**config.mk**
```make
export PLATFORM = sky130hd
export DESIGN_NAME = calendar_day_difference
export DESIGN_NICKNAME = d
export VERILOG_FILES = /design/src/hw/rtl/cdd_pkg.sv /design/src/hw/rtl/cdd_ctrl.sv /design/src/hw/rtl/cdd_datapath.sv /design/src/hw/rtl/calendar_day_difference.sv
export SDC_FILE = /design/constraint.sdc
export NUM_CORES = 1
export LEC_CHECK = 0
export ABC_AREA = 1
export BUFFER_PORTS_ARGS = -buffer_cell sky130_fd_sc_hd__buf_2
export CAP_MARGIN = 20
export CORE_UTILIZATION = 50
export CTS_CLUSTER_DIAMETER = 40
export CTS_CLUSTER_SIZE = 14
export DETAILED_ROUTE_END_ITERATION = 10
export PLACE_DENSITY = 0.66
export SLEW_MARGIN = 20
export SYNTH_ARGS = -nofsm -noshare
export SYNTH_HDL_FRONTEND = slang
export SYNTH_SLANG_ARGS = --single-unit
```
**constraint.sdc**
```tcl
create_clock -name clk -period 13.14 [get_ports clk]
set_clock_uncertainty 0.1 [all_clocks]
set_input_delay 1.971 -clock clk [delete_from_list [all_inputs] [get_ports clk]]
set_output_delay 1.971 -clock clk [all_outputs]
set_load 0.05 [all_outputs]
```
**src/hw/rtl/cdd_pkg.sv**
```systemverilog
package cdd_pkg;

  localparam int YearW  = 14;
  localparam int MonthW = 4;
  localparam int DayW   = 5;
  localparam int CountW = 22;
  // day numbers reach about 6.0e6 for the largest 14-bit year
  localparam int DayNumW = 23;

  localparam logic [DayNumW-1:0] DaysPerYear = 23'd365;

  // x / 25 for x below 4096 is (x * 1311) >> 15
  localparam logic [10:0] Recip25 = 11'd1311;
  localparam int RecipShift = 15;

  localparam logic [4:0] MonthLen [12] = '{
    5'd31, 5'd28, 5'd31, 5'd30, 5'd31, 5'd30,
    5'd31, 5'd31, 5'd30, 5'd31, 5'd30, 5'd31
  };

  typedef struct packed {
    logic [YearW-1:0]  year;
    logic [MonthW-1:0] month;
    logic [DayW-1:0]   day;
  } cdd_date_t;

  // commands from controller to datapath
  typedef struct packed {
    logic load;
    logic mul;
    logic sum;
    logic sel;
    logic finish;
  } cdd_cmd_t;

  // length of a month, zero for a month outside 1..12
  function automatic logic [4:0] month_days(input logic [MonthW-1:0] m, input logic leap);
    logic [4:0] len;
    len = 5'd0;
    if (m >= 4'd1 && m <= 4'd12) begin
      len = MonthLen[4'(m - 4'd1)];
      if (m == 4'd2 && leap) begin
        len = 5'd29;
      end
    end
    return len;
  endfunction

  // days in the months before month m of a common year
  function automatic logic [8:0] days_before(input logic [MonthW-1:0] m);
    logic [8:0] n;
    case (m)
      4'd2:    n = 9'd31;
      4'd3:    n = 9'd59;
      4'd4:    n = 9'd90;
      4'd5:    n = 9'd120;
      4'd6:    n = 9'd151;
      4'd7:    n = 9'd181;
      4'd8:    n = 9'd212;
      4'd9:    n = 9'd243;
      4'd10:   n = 9'd273;
      4'd11:   n = 9'd304;
      4'd12:   n = 9'd334;
      default: n = 9'd0;
    endcase
    return n;
  endfunction

endpackage

```
**src/hw/rtl/cdd_ctrl.sv**
```systemverilog
module cdd_ctrl (
  input  logic              clk,
  input  logic              rst,
  input  logic              in_valid,
  output logic              in_ready,
  output logic              out_valid,
  input  logic              out_ready,
  output cdd_pkg::cdd_cmd_t cmd
);
  import cdd_pkg::*;

  localparam logic [2:0] S_IDLE = 3'd0;
  localparam logic [2:0] S_MUL0 = 3'd1;
  localparam logic [2:0] S_SUM0 = 3'd2;
  localparam logic [2:0] S_MUL1 = 3'd3;
  localparam logic [2:0] S_SUM1 = 3'd4;
  localparam logic [2:0] S_DONE = 3'd5;

  logic [2:0] state;
  logic [2:0] state_next;

  // command decode
  always_comb begin
    cmd.load   = (state == S_IDLE) && in_valid;
    cmd.mul    = (state == S_MUL0) || (state == S_MUL1);
    cmd.sum    = (state == S_SUM0) || (state == S_SUM1);
    cmd.sel    = (state == S_MUL1) || (state == S_SUM1);
    cmd.finish = (state == S_DONE) && (!out_valid || out_ready);
  end

  assign in_ready = (state == S_IDLE);

  // next state
  always_comb begin
    state_next = state;
    case (state)
      S_IDLE: if (in_valid) begin
        state_next = S_MUL0;
      end
      S_MUL0: state_next = S_SUM0;
      S_SUM0: state_next = S_MUL1;
      S_MUL1: state_next = S_SUM1;
      S_SUM1: state_next = S_DONE;
      S_DONE: if (cmd.finish) begin
        state_next = S_IDLE;
      end
      default: state_next = S_IDLE;
    endcase
  end

  // state and output valid
  always_ff @(posedge clk) begin
    if (rst) begin
      state     <= S_IDLE;
      out_valid <= 1'b0;
    end else begin
      state <= state_next;
      if (cmd.finish) begin
        out_valid <= 1'b1;
      end else if (out_ready) begin
        out_valid <= 1'b0;
      end
    end
  end

endmodule

```
**src/hw/rtl/cdd_datapath.sv**
```systemverilog
module cdd_datapath (
  input  logic                        clk,
  input  cdd_pkg::cdd_cmd_t           cmd,
  input  cdd_pkg::cdd_date_t          in_start,
  input  cdd_pkg::cdd_date_t          in_end,
  output logic [cdd_pkg::CountW-1:0]  day_count,
  output logic                        bad_date
);
  import cdd_pkg::*;

  cdd_date_t start_r;
  cdd_date_t end_r;
  cdd_date_t cur;

  logic [DayNumW-1:0] y365;
  logic [22:0]        prod100;
  logic [20:0]        prod400;
  logic [22:0]        prod_yq;
  logic [DayNumW-1:0] day_a;
  logic [DayNumW-1:0] day_b;
  logic               valid_a;
  logic               valid_b;

  logic [YearW-1:0]   prev_year;
  logic [11:0]        q4;
  logic [9:0]         q16;
  logic [7:0]         div100;
  logic [5:0]         div400;
  logic [7:0]         hund;
  logic [11:0]        hund25;
  logic               leap;
  logic [4:0]         len;
  logic               valid;
  logic [12:0]        leap_days;
  logic [DayNumW-1:0] day_num;
  logic [DayNumW-1:0] diff;

  // shared unit works on the start date, then on the end date
  assign cur       = cmd.sel ? end_r : start_r;
  assign prev_year = cur.year - 14'd1;
  assign q4        = prev_year[13:2];
  assign q16       = prev_year[13:4];

  // quotients from the registered reciprocal products
  assign div100 = prod100[22:RecipShift];
  assign div400 = prod400[20:RecipShift];
  assign hund   = prod_yq[22:RecipShift];
  assign hund25 = 12'(hund) * 12'd25;

  // 4/100/400 rule: a multiple of 4 that is not a multiple of 100, or whose century is a multiple of 4
  assign leap = (cur.year[1:0] == 2'b00) &&
                ((cur.year[13:2] != hund25) || (hund[1:0] == 2'b00));

  // date check
  assign len   = month_days(cur.month, leap);
  assign valid = (len != 5'd0) && (cur.day != 5'd0) && (cur.day <= len);

  // leap days in the years before this one, plus year 0 itself
  assign leap_days = (cur.year != 14'd0) ?
                     (13'(q4) - 13'(div100) + 13'(div400) + 13'd1) : 13'd0;

  assign day_num = y365 + 23'(leap_days) + 23'(days_before(cur.month))
                 + 23'(leap && (cur.month > 4'd2)) + 23'(cur.day) - 23'd1;

  assign diff = day_b - day_a;

  always_ff @(posedge clk) begin
    // capture item
    if (cmd.load) begin
      start_r <= in_start;
      end_r   <= in_end;
    end
    // multiply stage
    if (cmd.mul) begin
      y365    <= 23'(cur.year) * DaysPerYear;
      prod100 <= 23'(q4) * 23'(Recip25);
      prod400 <= 21'(q16) * 21'(Recip25);
      prod_yq <= 23'(cur.year[13:2]) * 23'(Recip25);
    end
    // sum stage
    if (cmd.sum) begin
      if (cmd.sel) begin
        day_b   <= day_num;
        valid_b <= valid;
      end else begin
        day_a   <= day_num;
        valid_a <= valid;
      end
    end
    // result, saturated at the count width
    if (cmd.finish) begin
      bad_date <= !(valid_a && valid_b);
      if (valid_a && valid_b && (day_a < day_b)) begin
        day_count <= diff[22] ? {CountW{1'b1}} : diff[CountW-1:0];
      end else begin
        day_count <= '0;
      end
    end
  end

endmodule

```
**src/hw/rtl/calendar_day_difference.sv**
```systemverilog
// Days between two proleptic Gregorian dates. Each item carries a start and an
// end date; the result is the number of days from start to end, zero when the
// start is not earlier, and bad_date with a zero count when either date has a
// month outside 1..12 or a day of 0 or past the month's length. A new item
// is accepted only after the previous one has left the compare step: one shared
// day-number unit runs a multiply step and a sum step for each of the two
// dates, then a compare and subtract step writes the output register. The next
// item is accepted while a result still waits in the output register; if that
// result is still waiting when the new item reaches the compare step, the block
// holds there until the result is taken.
module calendar_day_difference (
  input  logic        clk,
  input  logic        rst,
  input  logic        s_axis_tvalid,
  output logic        s_axis_tready,
  // start_year[13:0], start_month[17:14], start_day[22:18],
  // end_year[36:23], end_month[40:37], end_day[45:41], zero[47:46]
  input  logic [47:0] s_axis_tdata,
  output logic        m_axis_tvalid,
  input  logic        m_axis_tready,
  // day_count[21:0], zero[23:22]
  output logic [23:0] m_axis_tdata,
  // bad_date[0]
  output logic [0:0]  m_axis_tuser
);
  import cdd_pkg::*;

  cdd_cmd_t           cmd;
  cdd_date_t          in_start;
  cdd_date_t          in_end;
  logic [CountW-1:0]  day_count;
  logic               bad_date;

  // unpack the input item
  assign in_start.year  = s_axis_tdata[13:0];
  assign in_start.month = s_axis_tdata[17:14];
  assign in_start.day   = s_axis_tdata[22:18];
  assign in_end.year    = s_axis_tdata[36:23];
  assign in_end.month   = s_axis_tdata[40:37];
  assign in_end.day     = s_axis_tdata[45:41];

  cdd_ctrl u_ctrl (
    .clk       (clk),
    .rst       (rst),
    .in_valid  (s_axis_tvalid),
    .in_ready  (s_axis_tready),
    .out_valid (m_axis_tvalid),
    .out_ready (m_axis_tready),
    .cmd       (cmd)
  );

  cdd_datapath u_datapath (
    .clk       (clk),
    .cmd       (cmd),
    .in_start  (in_start),
    .in_end    (in_end),
    .day_count (day_count),
    .bad_date  (bad_date)
  );

  // pack the result item
  assign m_axis_tdata = {2'b00, day_count};
  assign m_axis_tuser = bad_date;

  // busy once an item is taken
  a_busy_after_accept: assert property (@(posedge clk) disable iff (rst)
    (s_axis_tvalid && s_axis_tready) |=> !s_axis_tready)
    else $error("input accepted again right after an item was taken");

  // a bad date never carries a count
  a_bad_zero: assert property (@(posedge clk) disable iff (rst)
    (m_axis_tvalid && m_axis_tuser[0]) |-> (m_axis_tdata[21:0] == 22'd0))
    else $error("bad date with nonzero day count");

  // a new result only comes out of a busy sequence
  a_result_from_busy: assert property (@(posedge clk) disable iff (rst)
    $rose(m_axis_tvalid) |-> $past(!s_axis_tready))
    else $error("result appeared while the block was idle");

endmodule

```
==> impl_metrics.csv, run 1 <==
group,metric,value,unit
floorplanning,initial_core_util,51.22,%
setup_path,critPathSlowestCell,"nand2_2",
synthesis,synthFlopType,"edfxtp_1",
run,maxCapViolCount,0,
grt,grt_max_degree,47,
synthesis,muxShareOfSynthArea,0,%
grt,grt_pass1_wl,74000,um
final_layout,area_delta_synth_final,7.665,%
floorplanning,die_w,207.5,um
final_layout,n_antenna_cell,0,
synthesis,synth_xor_area_share,3.610,%
synthesis,syn_avg_cell_area,9.093,sq um
grt,overflow,0,
routing,drtIter0Drc,749,
synthesis,synth_top_cell_by_area,"ha_1",
setup_path,critPathKind,"register to register",
outcome,status,"completed",
place,port_buffers,74,
floorplanning,placementRows,74,
synthesis,yosysUniqueCellTypes,52,
setup_path,worstPathArrival,8.79,ns
synthesis,synth_common_cells,"477 x inv_1, 416 x ha_1, 319 x nand2_1",
setup_path,reg2reg_depth,35,
synthesis,synth_area,0.02111,sq mm
synthesis,yosysWarnings,0,
synthesis,synth_edf_count,162,
synthesis,synth_top_family_by_area,"adder cells",
synthesis,synth_fa_ha_area_share,41.45,%
sta,hold_viol,0,
synthesis,synth.area.top_cells,"ha_1 25%, edfxtp_1 23%, fa_1 17%",
floorplanning,die_y,207.5,um
setup_path,cp-start-kind,"register",
routing,dr.pass1.iters,5,
grt,grt_usage,21.28,%
synthesis,synthArstFlopShare,0,%
min_path,hold_start,"u_datapath.valid_b",
place,gp_routability_congestion,0.9115,
synthesis,syn_inst,2321,
synthesis,synth_seq_cells,166,
routing,wire_per_inst,14.88,um
sta,fin_tns_setup,0,ns
sta,rsz0062_at_grt,"no",
clocking,cts-root-buf,"clkbuf_16",
clocking,cts_sinks,166,
clocking,postCtsSetupBuffers,0,
floorplanning,dieArea,0.04304,sq mm
clocking,ctsHoldBuffers,0,
routing,antenna_left,0,
grt,antenna_found_initial,0,
min_path,hold_path_class,"register to register",
synthesis,yosys.area_share.simple,13.33,%
min_path,min_to,"u_datapath.bad_date",
routing,num_vias,15220,
routing,drt-total-wl,43940,um
floorplanning,ios,79,
sta,slew_headroom,36.14,%
clocking,cts.reportedPaths.clkPinSlew,0.07,ns
floorplanning,core,0.04120,sq mm
clocking,cts.repair.resized,0,
clocking,cts_inserted_buffers,17,
place,dp_hpwl,37340,um
synthesis,seq_area_frac_synth,23.43,%
clocking,clock_path_buffers,2,
sta,fmax,114.9,MHz
sta,fin_crit_sh,66.24,%
sta,maxSlewViolCount,0,
setup_path,r2r-start,"u_ctrl.state[1]",
sta,worstMarginPinSlew,0.9546,ns
setup_path,max_stage_delay,0.62,ns
clocking,clock_latency,0.44,ns
routing,viasPerCell,5.154,
clocking,cts_max_level,4,
routing,post-route-drc-count,0,
setup_path,cp-end-kind,"register",
setup_path,required,13.23,ns
min_path,whs_path_depth,1,
setup_path,r2r_end,"u_datapath.day_a[17]",
synthesis,synth-compound-area-share,8.750,%
clocking,cts_tree,"yes",
final_layout,nets,3053,
grt,grt_pass1_vias,15362,
sta,period_needed,8.704,ns
final_layout,drive_gt1_share,7.600,%
sta,setup_viol,0,
setup_path,crit_fanout,38,
synthesis,synth_top_area_share,24.66,%
synthesis,yosysMostFrequentCell,"inv_1",
setup_path,crit_top_cell,"nand2_1",
final_layout,nFillCells,3668,
setup_path,r2r_slack,4.44,ns
[critical path: cells and delay by family, from the launching register on]
kind,cells,cell delay [ns]
adder cells (fa/ha/maj),7,2.58
AND/OR/NAND/NOR,15,2.68
buffers and inverters,4,0.54
AO/OA/AOI/OAI,8,1.79
flip-flops,1,0.57
XOR/XNOR,1,0.14
[per-stage QoR]
step	area [sq um]	setup slack, ns	hold slack (ns)	utilization [%]	instances
finish	22720	4.436	0.4913	55.15	2953
global route	22720	3.773	0.5013	55.15	2953
detailed placement	22130	4.487	0.4886	53.70	2921
global placement	22120	4.635	0.4822	53.69	2921
floorplan	21110	6.100	0.4149	-	2322
CTS	22720	4.442	0.5015	55.15	2953
[routing by layer]
layer  up-vias  routed length (um)  global-route usage, %
met5         -                   0                      0
met1      7136               20170                  27.32
li1       7797                   -                      -
met3        60                1254                  2.905
met2       227               21710                  37.69
met4         0                 798                  5.250
[layout make-up]
type | instances | area (sq um) | area share [%]
Clock buffer | 17 | 425.4 | 1.872
Clock inverter | 15 | 170.2 | 0.7489
Inverter | 494 | 1854 | 8.160
Multi-Input combinational cell | 1644 | 14210 | 62.54
Sequential cell | 166 | 4945 | 21.76
Tap cell | 532 | 665.6 | 2.929
Timing Repair Buffer | 85 | 452.9 | 1.993
[registers in the layout (all words and copies together), names as in the netlist]
register and cells:
u_datapath.bad_date 1, u_datapath.day_b 23, u_datapath.start_r 23, u_datapath.prod_yq 8, u_datapath.y365 23, u_datapath.prod100 8
u_datapath.valid_b 1, u_ctrl.state 3, u_datapath.day_count 22, u_ctrl.out_valid 1, u_datapath.end_r 23, u_datapath.day_a 23
u_datapath.valid_a 1, u_datapath.prod400 6
[cell families after synthesis]
| logic type | Yosys count |
|---|---|
| AO/OA/AOI/OAI | 324 |
| XOR/XNOR | 87 |
| adder cells (fa/ha/maj) | 593 |
| buffers and inverters | 512 |
| flip-flops | 166 |
| other | 1 |
| AND/OR/NAND/NOR | 638 |
[cells in the final DEF, fill, tap and decap left out, types with 3 or more instances in the layout]
cell type / netlist / routed
a211oi_1: 7 / 7
a21boi_0: 6 / 6
a21o_1: 15 / 15
a21oi_1: 138 / 138
a221oi_1: 3 / 3
a31oi_1: 10 / 10
and2_1: 3 / 3
buf_2: 2 / 74
buf_4: 9 / 11
clkbuf_16: 0 / 17
clkinv_1: 2 / 3
clkinv_2: 0 / 3
dfxtp_1: 4 / 4
edfxtp_1: 162 / 162
fa_1: 177 / 177
ha_1: 416 / 416
inv_1: 477 / 477
inv_2: 15 / 15
inv_6: 0 / 5
nand2_1: 319 / 319
nand2_2: 21 / 21
nand3_1: 93 / 93
nand3b_1: 11 / 11
nand4_1: 20 / 20
nor2_1: 119 / 117
nor2_2: 3 / 3
nor3_1: 20 / 18
nor3b_1: 3 / 3
nor4_1: 11 / 10
o211ai_1: 7 / 7
o21a_1: 4 / 4
o21ai_0: 101 / 101
o21ai_1: 4 / 4
o21ai_2: 7 / 7
o21bai_1: 10 / 10
o31ai_1: 3 / 3
or2_2: 9 / 9
xnor2_1: 29 / 29
xor2_1: 58 / 58
[worst max-delay path by stage]
| stage | from | endpoint | slack (ns) | depth (start not counted) |
|---|---|---|---|---|
| finish | u_ctrl.state[1] | u_datapath.day_a[17] | 4.44 | 35 |
| global route | u_ctrl.state[1] | u_datapath.day_a[17] | 3.77 | 35 |
| CTS | u_ctrl.state[1] | u_datapath.day_b[17] | 4.44 | 35 |
| detailed placement | u_ctrl.state[1] | u_datapath.day_b[17] | 4.49 | 35 |
| global placement | u_ctrl.state[1] | u_datapath.day_a[17] | 4.64 | 34 |
| floorplan | u_ctrl.state[1] | u_datapath.day_a[17] | 6.10 | 37 |
Power of run 1 is left out: the tool's default activity adds up to more than one toggle a clock period on the data nets, which glitch-free logic cannot reach.
==> run 2, diff against run 1 <==
- PLACE_DENSITY: 0.66 -> 0.68
- clock period: 13.14 -> 7.2 ns (I/O delays scaled with it)
==> impl_metrics.csv, run 2 (synthesis gave the netlist of run 1 again) <==
group,metric,value,unit
clocking,cts_tree,"yes",
sta,worstMarginPinSlew,0.9553,ns
setup_path,r2r_slack,0.39,ns
grt,grt_max_degree,47,
sta,period_needed,6.813,ns
floorplanning,initial_core_util,51.22,%
setup_path,crit_top_cell,"nand2_1",
setup_path,cp-start-kind,"register",
clocking,cts-root-buf,"clkbuf_16",
grt,antenna_found_initial,0,
sta,fmax,146.8,MHz
sta,setup_viol,0,
min_path,hold_path_class,"register to register",
sta,hold_ws,0.5041,ns
setup_path,max_stage_delay,0.45,ns
clocking,ctsHoldBuffers,0,
floorplanning,dieArea,0.04304,sq mm
routing,dr.pass1.iters,7,
setup_path,reg2reg_depth,35,
grt,grt_usage,21.99,%
clocking,cts_sinks,166,
routing,post-route-drc-count,0,
sta,fin_tns_setup,0,ns
setup_path,crit_fanout,22,
setup_path,r2r_end,"u_datapath.day_b[17]",
place,gp_routability_congestion,0.9172,
setup_path,r2r-start,"u_ctrl.state[2]",
grt,overflow,0,
place,dp_hpwl,38440,um
sta,slew_headroom,35.51,%
routing,antenna_left,0,
place,port_buffers,74,
sta,hold_viol,0,
setup_path,cp-end-kind,"register",
floorplanning,core,0.04120,sq mm
clocking,cts.reportedPaths.clkPinSlew,0.07,ns
routing,drtIter0Drc,752,
setup_path,required,7.28,ns
min_path,whs_path_depth,4,
clocking,cts_max_level,4,
final_layout,nets,3080,
floorplanning,die_y,207.5,um
grt,grt_pass1_vias,16025,
grt,grt_pass1_wl,76420,um
routing,viasPerCell,5.210,
sta,rsz0062_at_grt,"yes",
sta,maxSlewViolCount,0,
routing,wire_per_inst,15.13,um
min_path,hold_start,"u_ctrl.out_valid",
final_layout,drive_gt1_share,9.232,%
sta,fin_crit_sh,94.62,%
setup_path,worstPathArrival,6.89,ns
final_layout,layout_commonest_cell,"inv_1",
floorplanning,die_w,207.5,um
floorplanning,ios,79,
floorplanning,placementRows,74,
run,maxCapViolCount,0,
clocking,clock_path_buffers,2,
clocking,clock_latency,0.45,ns
setup_path,critPathSlowestCell,"fa_1",
routing,num_vias,15527,
outcome,status,"completed",
final_layout,mostFrequentLayoutCells,"475 x inv_1, 415 x ha_1, 314 x nand2_1, 177 x fa_1, 162 x edfxtp_1",
final_layout,n_antenna_cell,0,
clocking,cts_inserted_buffers,17,
routing,drt-total-wl,45090,um
setup_path,critPathKind,"register to register",
min_path,min_to,"u_ctrl.out_valid",
final_layout,area_delta_synth_final,8.993,%
## run 2: cell count changes in the layout (fill, tap and decap cells not counted), sizes merged
cell      before  now
buf           85  112
clkinv         8    6
clkbuf        17   22
clkinvlp       0    3
inv          499  493
## run 2: timing repair
item	in CTS	in global routing
endpoints found under the setup margin	4	32
pin swaps	0	1
buffers inserted	0	2
resized for setup	2	22
## run 2: how the worst max path moves through the flow
stage	from	to	slack (ns)	depth (start not counted)
after floorplan	u_ctrl.state[1]	u_datapath.day_a[17]	0.16	37
after global placement	u_ctrl.state[2]	u_datapath.day_a[17]	0.17	32
after detailed placement	u_ctrl.state[2]	u_datapath.day_a[17]	-0.004	33
after CTS	u_ctrl.state[2]	u_datapath.day_b[17]	0.04	35
after global routing	u_ctrl.state[2]	u_datapath.day_b[14]	-0.06	30
final	u_ctrl.state[2]	u_datapath.day_b[17]	0.39	35
## run 2: per-layer routing
layer | vias to the layer above | part of all wire [%] | GRT usage (%)
met2 | 301 | 48 | 37.59
met1 | 7289 | 45 | 27.78
met5 | - | 0 | 0
met3 | 93 | 3.0 | 2.632
li1 | 7844 | - | -
met4 | 0 | 4.1 | 10.24
## run 2: cell type report
type / count / area [sq um]
sequential: 166 / 4949
clock buffer: 22 / 464.2
clock inverter: 10 / 120.1
multi-input combinational: 1644 / 14270
fill: 3630 / 18200
tap: 532 / 665.6
timing repair buffer: 112 / 671.9
inverter: 494 / 1862
## run 2: through the flow
step	worst slack [ns]	util (%)	cell area [sq um]	cells
after floorplan	0.1604	-	21110	2322
after global placement	0.1670	54.18	22320	2946
after detailed placement	-0.003898	54.19	22330	2946
after CTS	0.03594	55.63	22920	2978
after global routing	-0.06210	55.83	23000	2980
final	0.3872	55.83	23000	2980
## run 2: critical path, delay by kind of cell (launching register included)
family / cells / cell delay (ns)
simple gates: 13 / 1.48
buf+inv: 7 / 0.78
compound gates: 7 / 1.15
flops: 1 / 0.39
xor+xnor: 1 / 0.21
fa+ha+maj: 7 / 2.39
Power of run 2 is left out for the same reason.
==> run 3, diff against run 2 <==
- CTS_BUF_LIST: default -> sky130_fd_sc_hd__clkbuf_2
- MAX_ROUTING_LAYER: default -> met4
- SKIP_CTS_REPAIR_TIMING: default -> 1
==> impl_metrics.csv, run 3 (synthesis gave the netlist of run 1 again) <==
group,metric,value,unit
sta,fmax,148.0,MHz
setup_path,cp-start-kind,"register",
setup_path,critPathTopFamily,"adder cells",
routing,dr.pass1.iters,5,
setup_path,timing.critical_path.buf_inv,6,
setup_path,max_stage_delay,0.45,ns
clocking,cts_sinks,166,
sta,fin_crit_sh,93.87,%
sta,fin_ws,0.4415,ns
setup_path,worstPathArrival,7.28,ns
setup_path,crit_top_cell,"nand2_1",
floorplanning,die_y,207.5,um
routing,drt-total-wl,44720,um
floorplanning,die_w,207.5,um
floorplanning,dieArea,0.04304,sq mm
outcome,status,"completed",
floorplanning,initial_core_util,51.22,%
grt,grt_usage,22.41,%
grt,grt_pass1_vias,15765,
clocking,clock_latency,0.84,ns
clocking,clock_path_buffers,2,
place,dp_hpwl,38650,um
place,pre_cts_ws,0.08650,ns
sta,fin_tns_setup,0,ns
run,maxCapViolCount,0,
floorplanning,ios,79,
setup_path,crit_fanout,21,
min_path,hold_path_class,"input port to register",
grt,grt_pass1_wl,75510,um
clocking,cts.reportedPaths.clkPinSlew,0.30,ns
grt,overflow,0,
sta,maxSlewViolCount,0,
clocking,cts_max_level,4,
grt,grt_max_degree,47,
setup_path,required,7.72,ns
sta,worstMarginPinSlew,1.150,ns
final_layout,mostFrequentLayoutCells,"475 x inv_1, 414 x ha_1, 315 x nand2_1, 177 x fa_1, 162 x edfxtp_1",
grt,antenna_found_initial,1,
setup_path,critPathSlowestCell,"fa_1",
sta,hold_viol,0,
setup_path,critPathKind,"register to register",
sta,period_needed,6.759,ns
routing,post-route-drc-count,0,
clocking,cts_inserted_buffers,17,
place,port_buffers,74,
setup_path,cp-end-kind,"register",
final_layout,area_delta_synth_final,7.559,%
routing,drtIter0Drc,777,
final_layout,drive_gt1_share,9.314,%
place,gp_routability_congestion,0.9457,
routing,antenna_left,0,
clocking,cts_tree,"yes",
floorplanning,placementRows,74,
routing,viasPerCell,5.189,
sta,slew_headroom,22.38,%
final_layout,nets,3080,
sta,hold_ws,0.2828,ns
final_layout,nFillCells,3676,
clocking,cts-root-buf,"clkbuf_2",
routing,num_vias,15469,
floorplanning,core,0.04120,sq mm
final_layout,layout_commonest_cell,"inv_1",
sta,setup_viol,0,
routing,wire_per_inst,15.00,um
run 3: cell count changes in the layout (fill, tap and decap cells not counted), moves of 2 or more:
cell	delta
clkbuf_2	+17
clkinv_2	-2
inv_8	+4
clkbuf_8	-2
xor2_2	-2
clkbuf_16	-17
clkinvlp_4	+2
clkbuf_1	-3
run 3: layout make-up:
cell class	instances	area (sq um)	share of cell area [%]
Multi-Input combinational cell	1644	14270	62.88
Sequential cell	166	4949	21.80
Tap cell	532	665.6	2.932
Clock inverter	15	186.4	0.8213
Clock buffer	17	85.08	0.3748
Timing Repair Buffer	112	675.6	2.976
Antenna cell	1	2.502	0.01102
Inverter	494	1862	8.202
run 3: routing by layer:
metal | global-route usage (%) | routed length [um]
met1 | 27.66 | 20380
met2 | 37.40 | 21350
met3 | 2.980 | 1347
met4 | 8.492 | 1639
met5 | - | 0
run 3: through the flow:
step | std cells | area (sq um) | util (%)
floorplan | 2322 | 21110 | -
global placement | 2947 | 22330 | 54.20
detailed placement | 2947 | 22340 | 54.21
CTS | 2979 | 22610 | 54.87
global route | 2981 | 22700 | 55.10
finish | 2981 | 22700 | 55.10
run 3: path summary, 6_finish.rpt:
check | cells after the start | slack [ns] | start | to
max | 34 | 0.44 | u_ctrl.state[0] | u_datapath.day_a[17]
min | 1 | 0.28 | s_axis_tdata[14] | u_datapath.start_r[5]
max reg2reg | 34 | 0.44 | u_ctrl.state[0] | u_datapath.day_a[17]
min reg2reg | 4 | 0.51 | u_ctrl.out_valid | u_ctrl.out_valid
Power of run 3 is left out for the same reason.
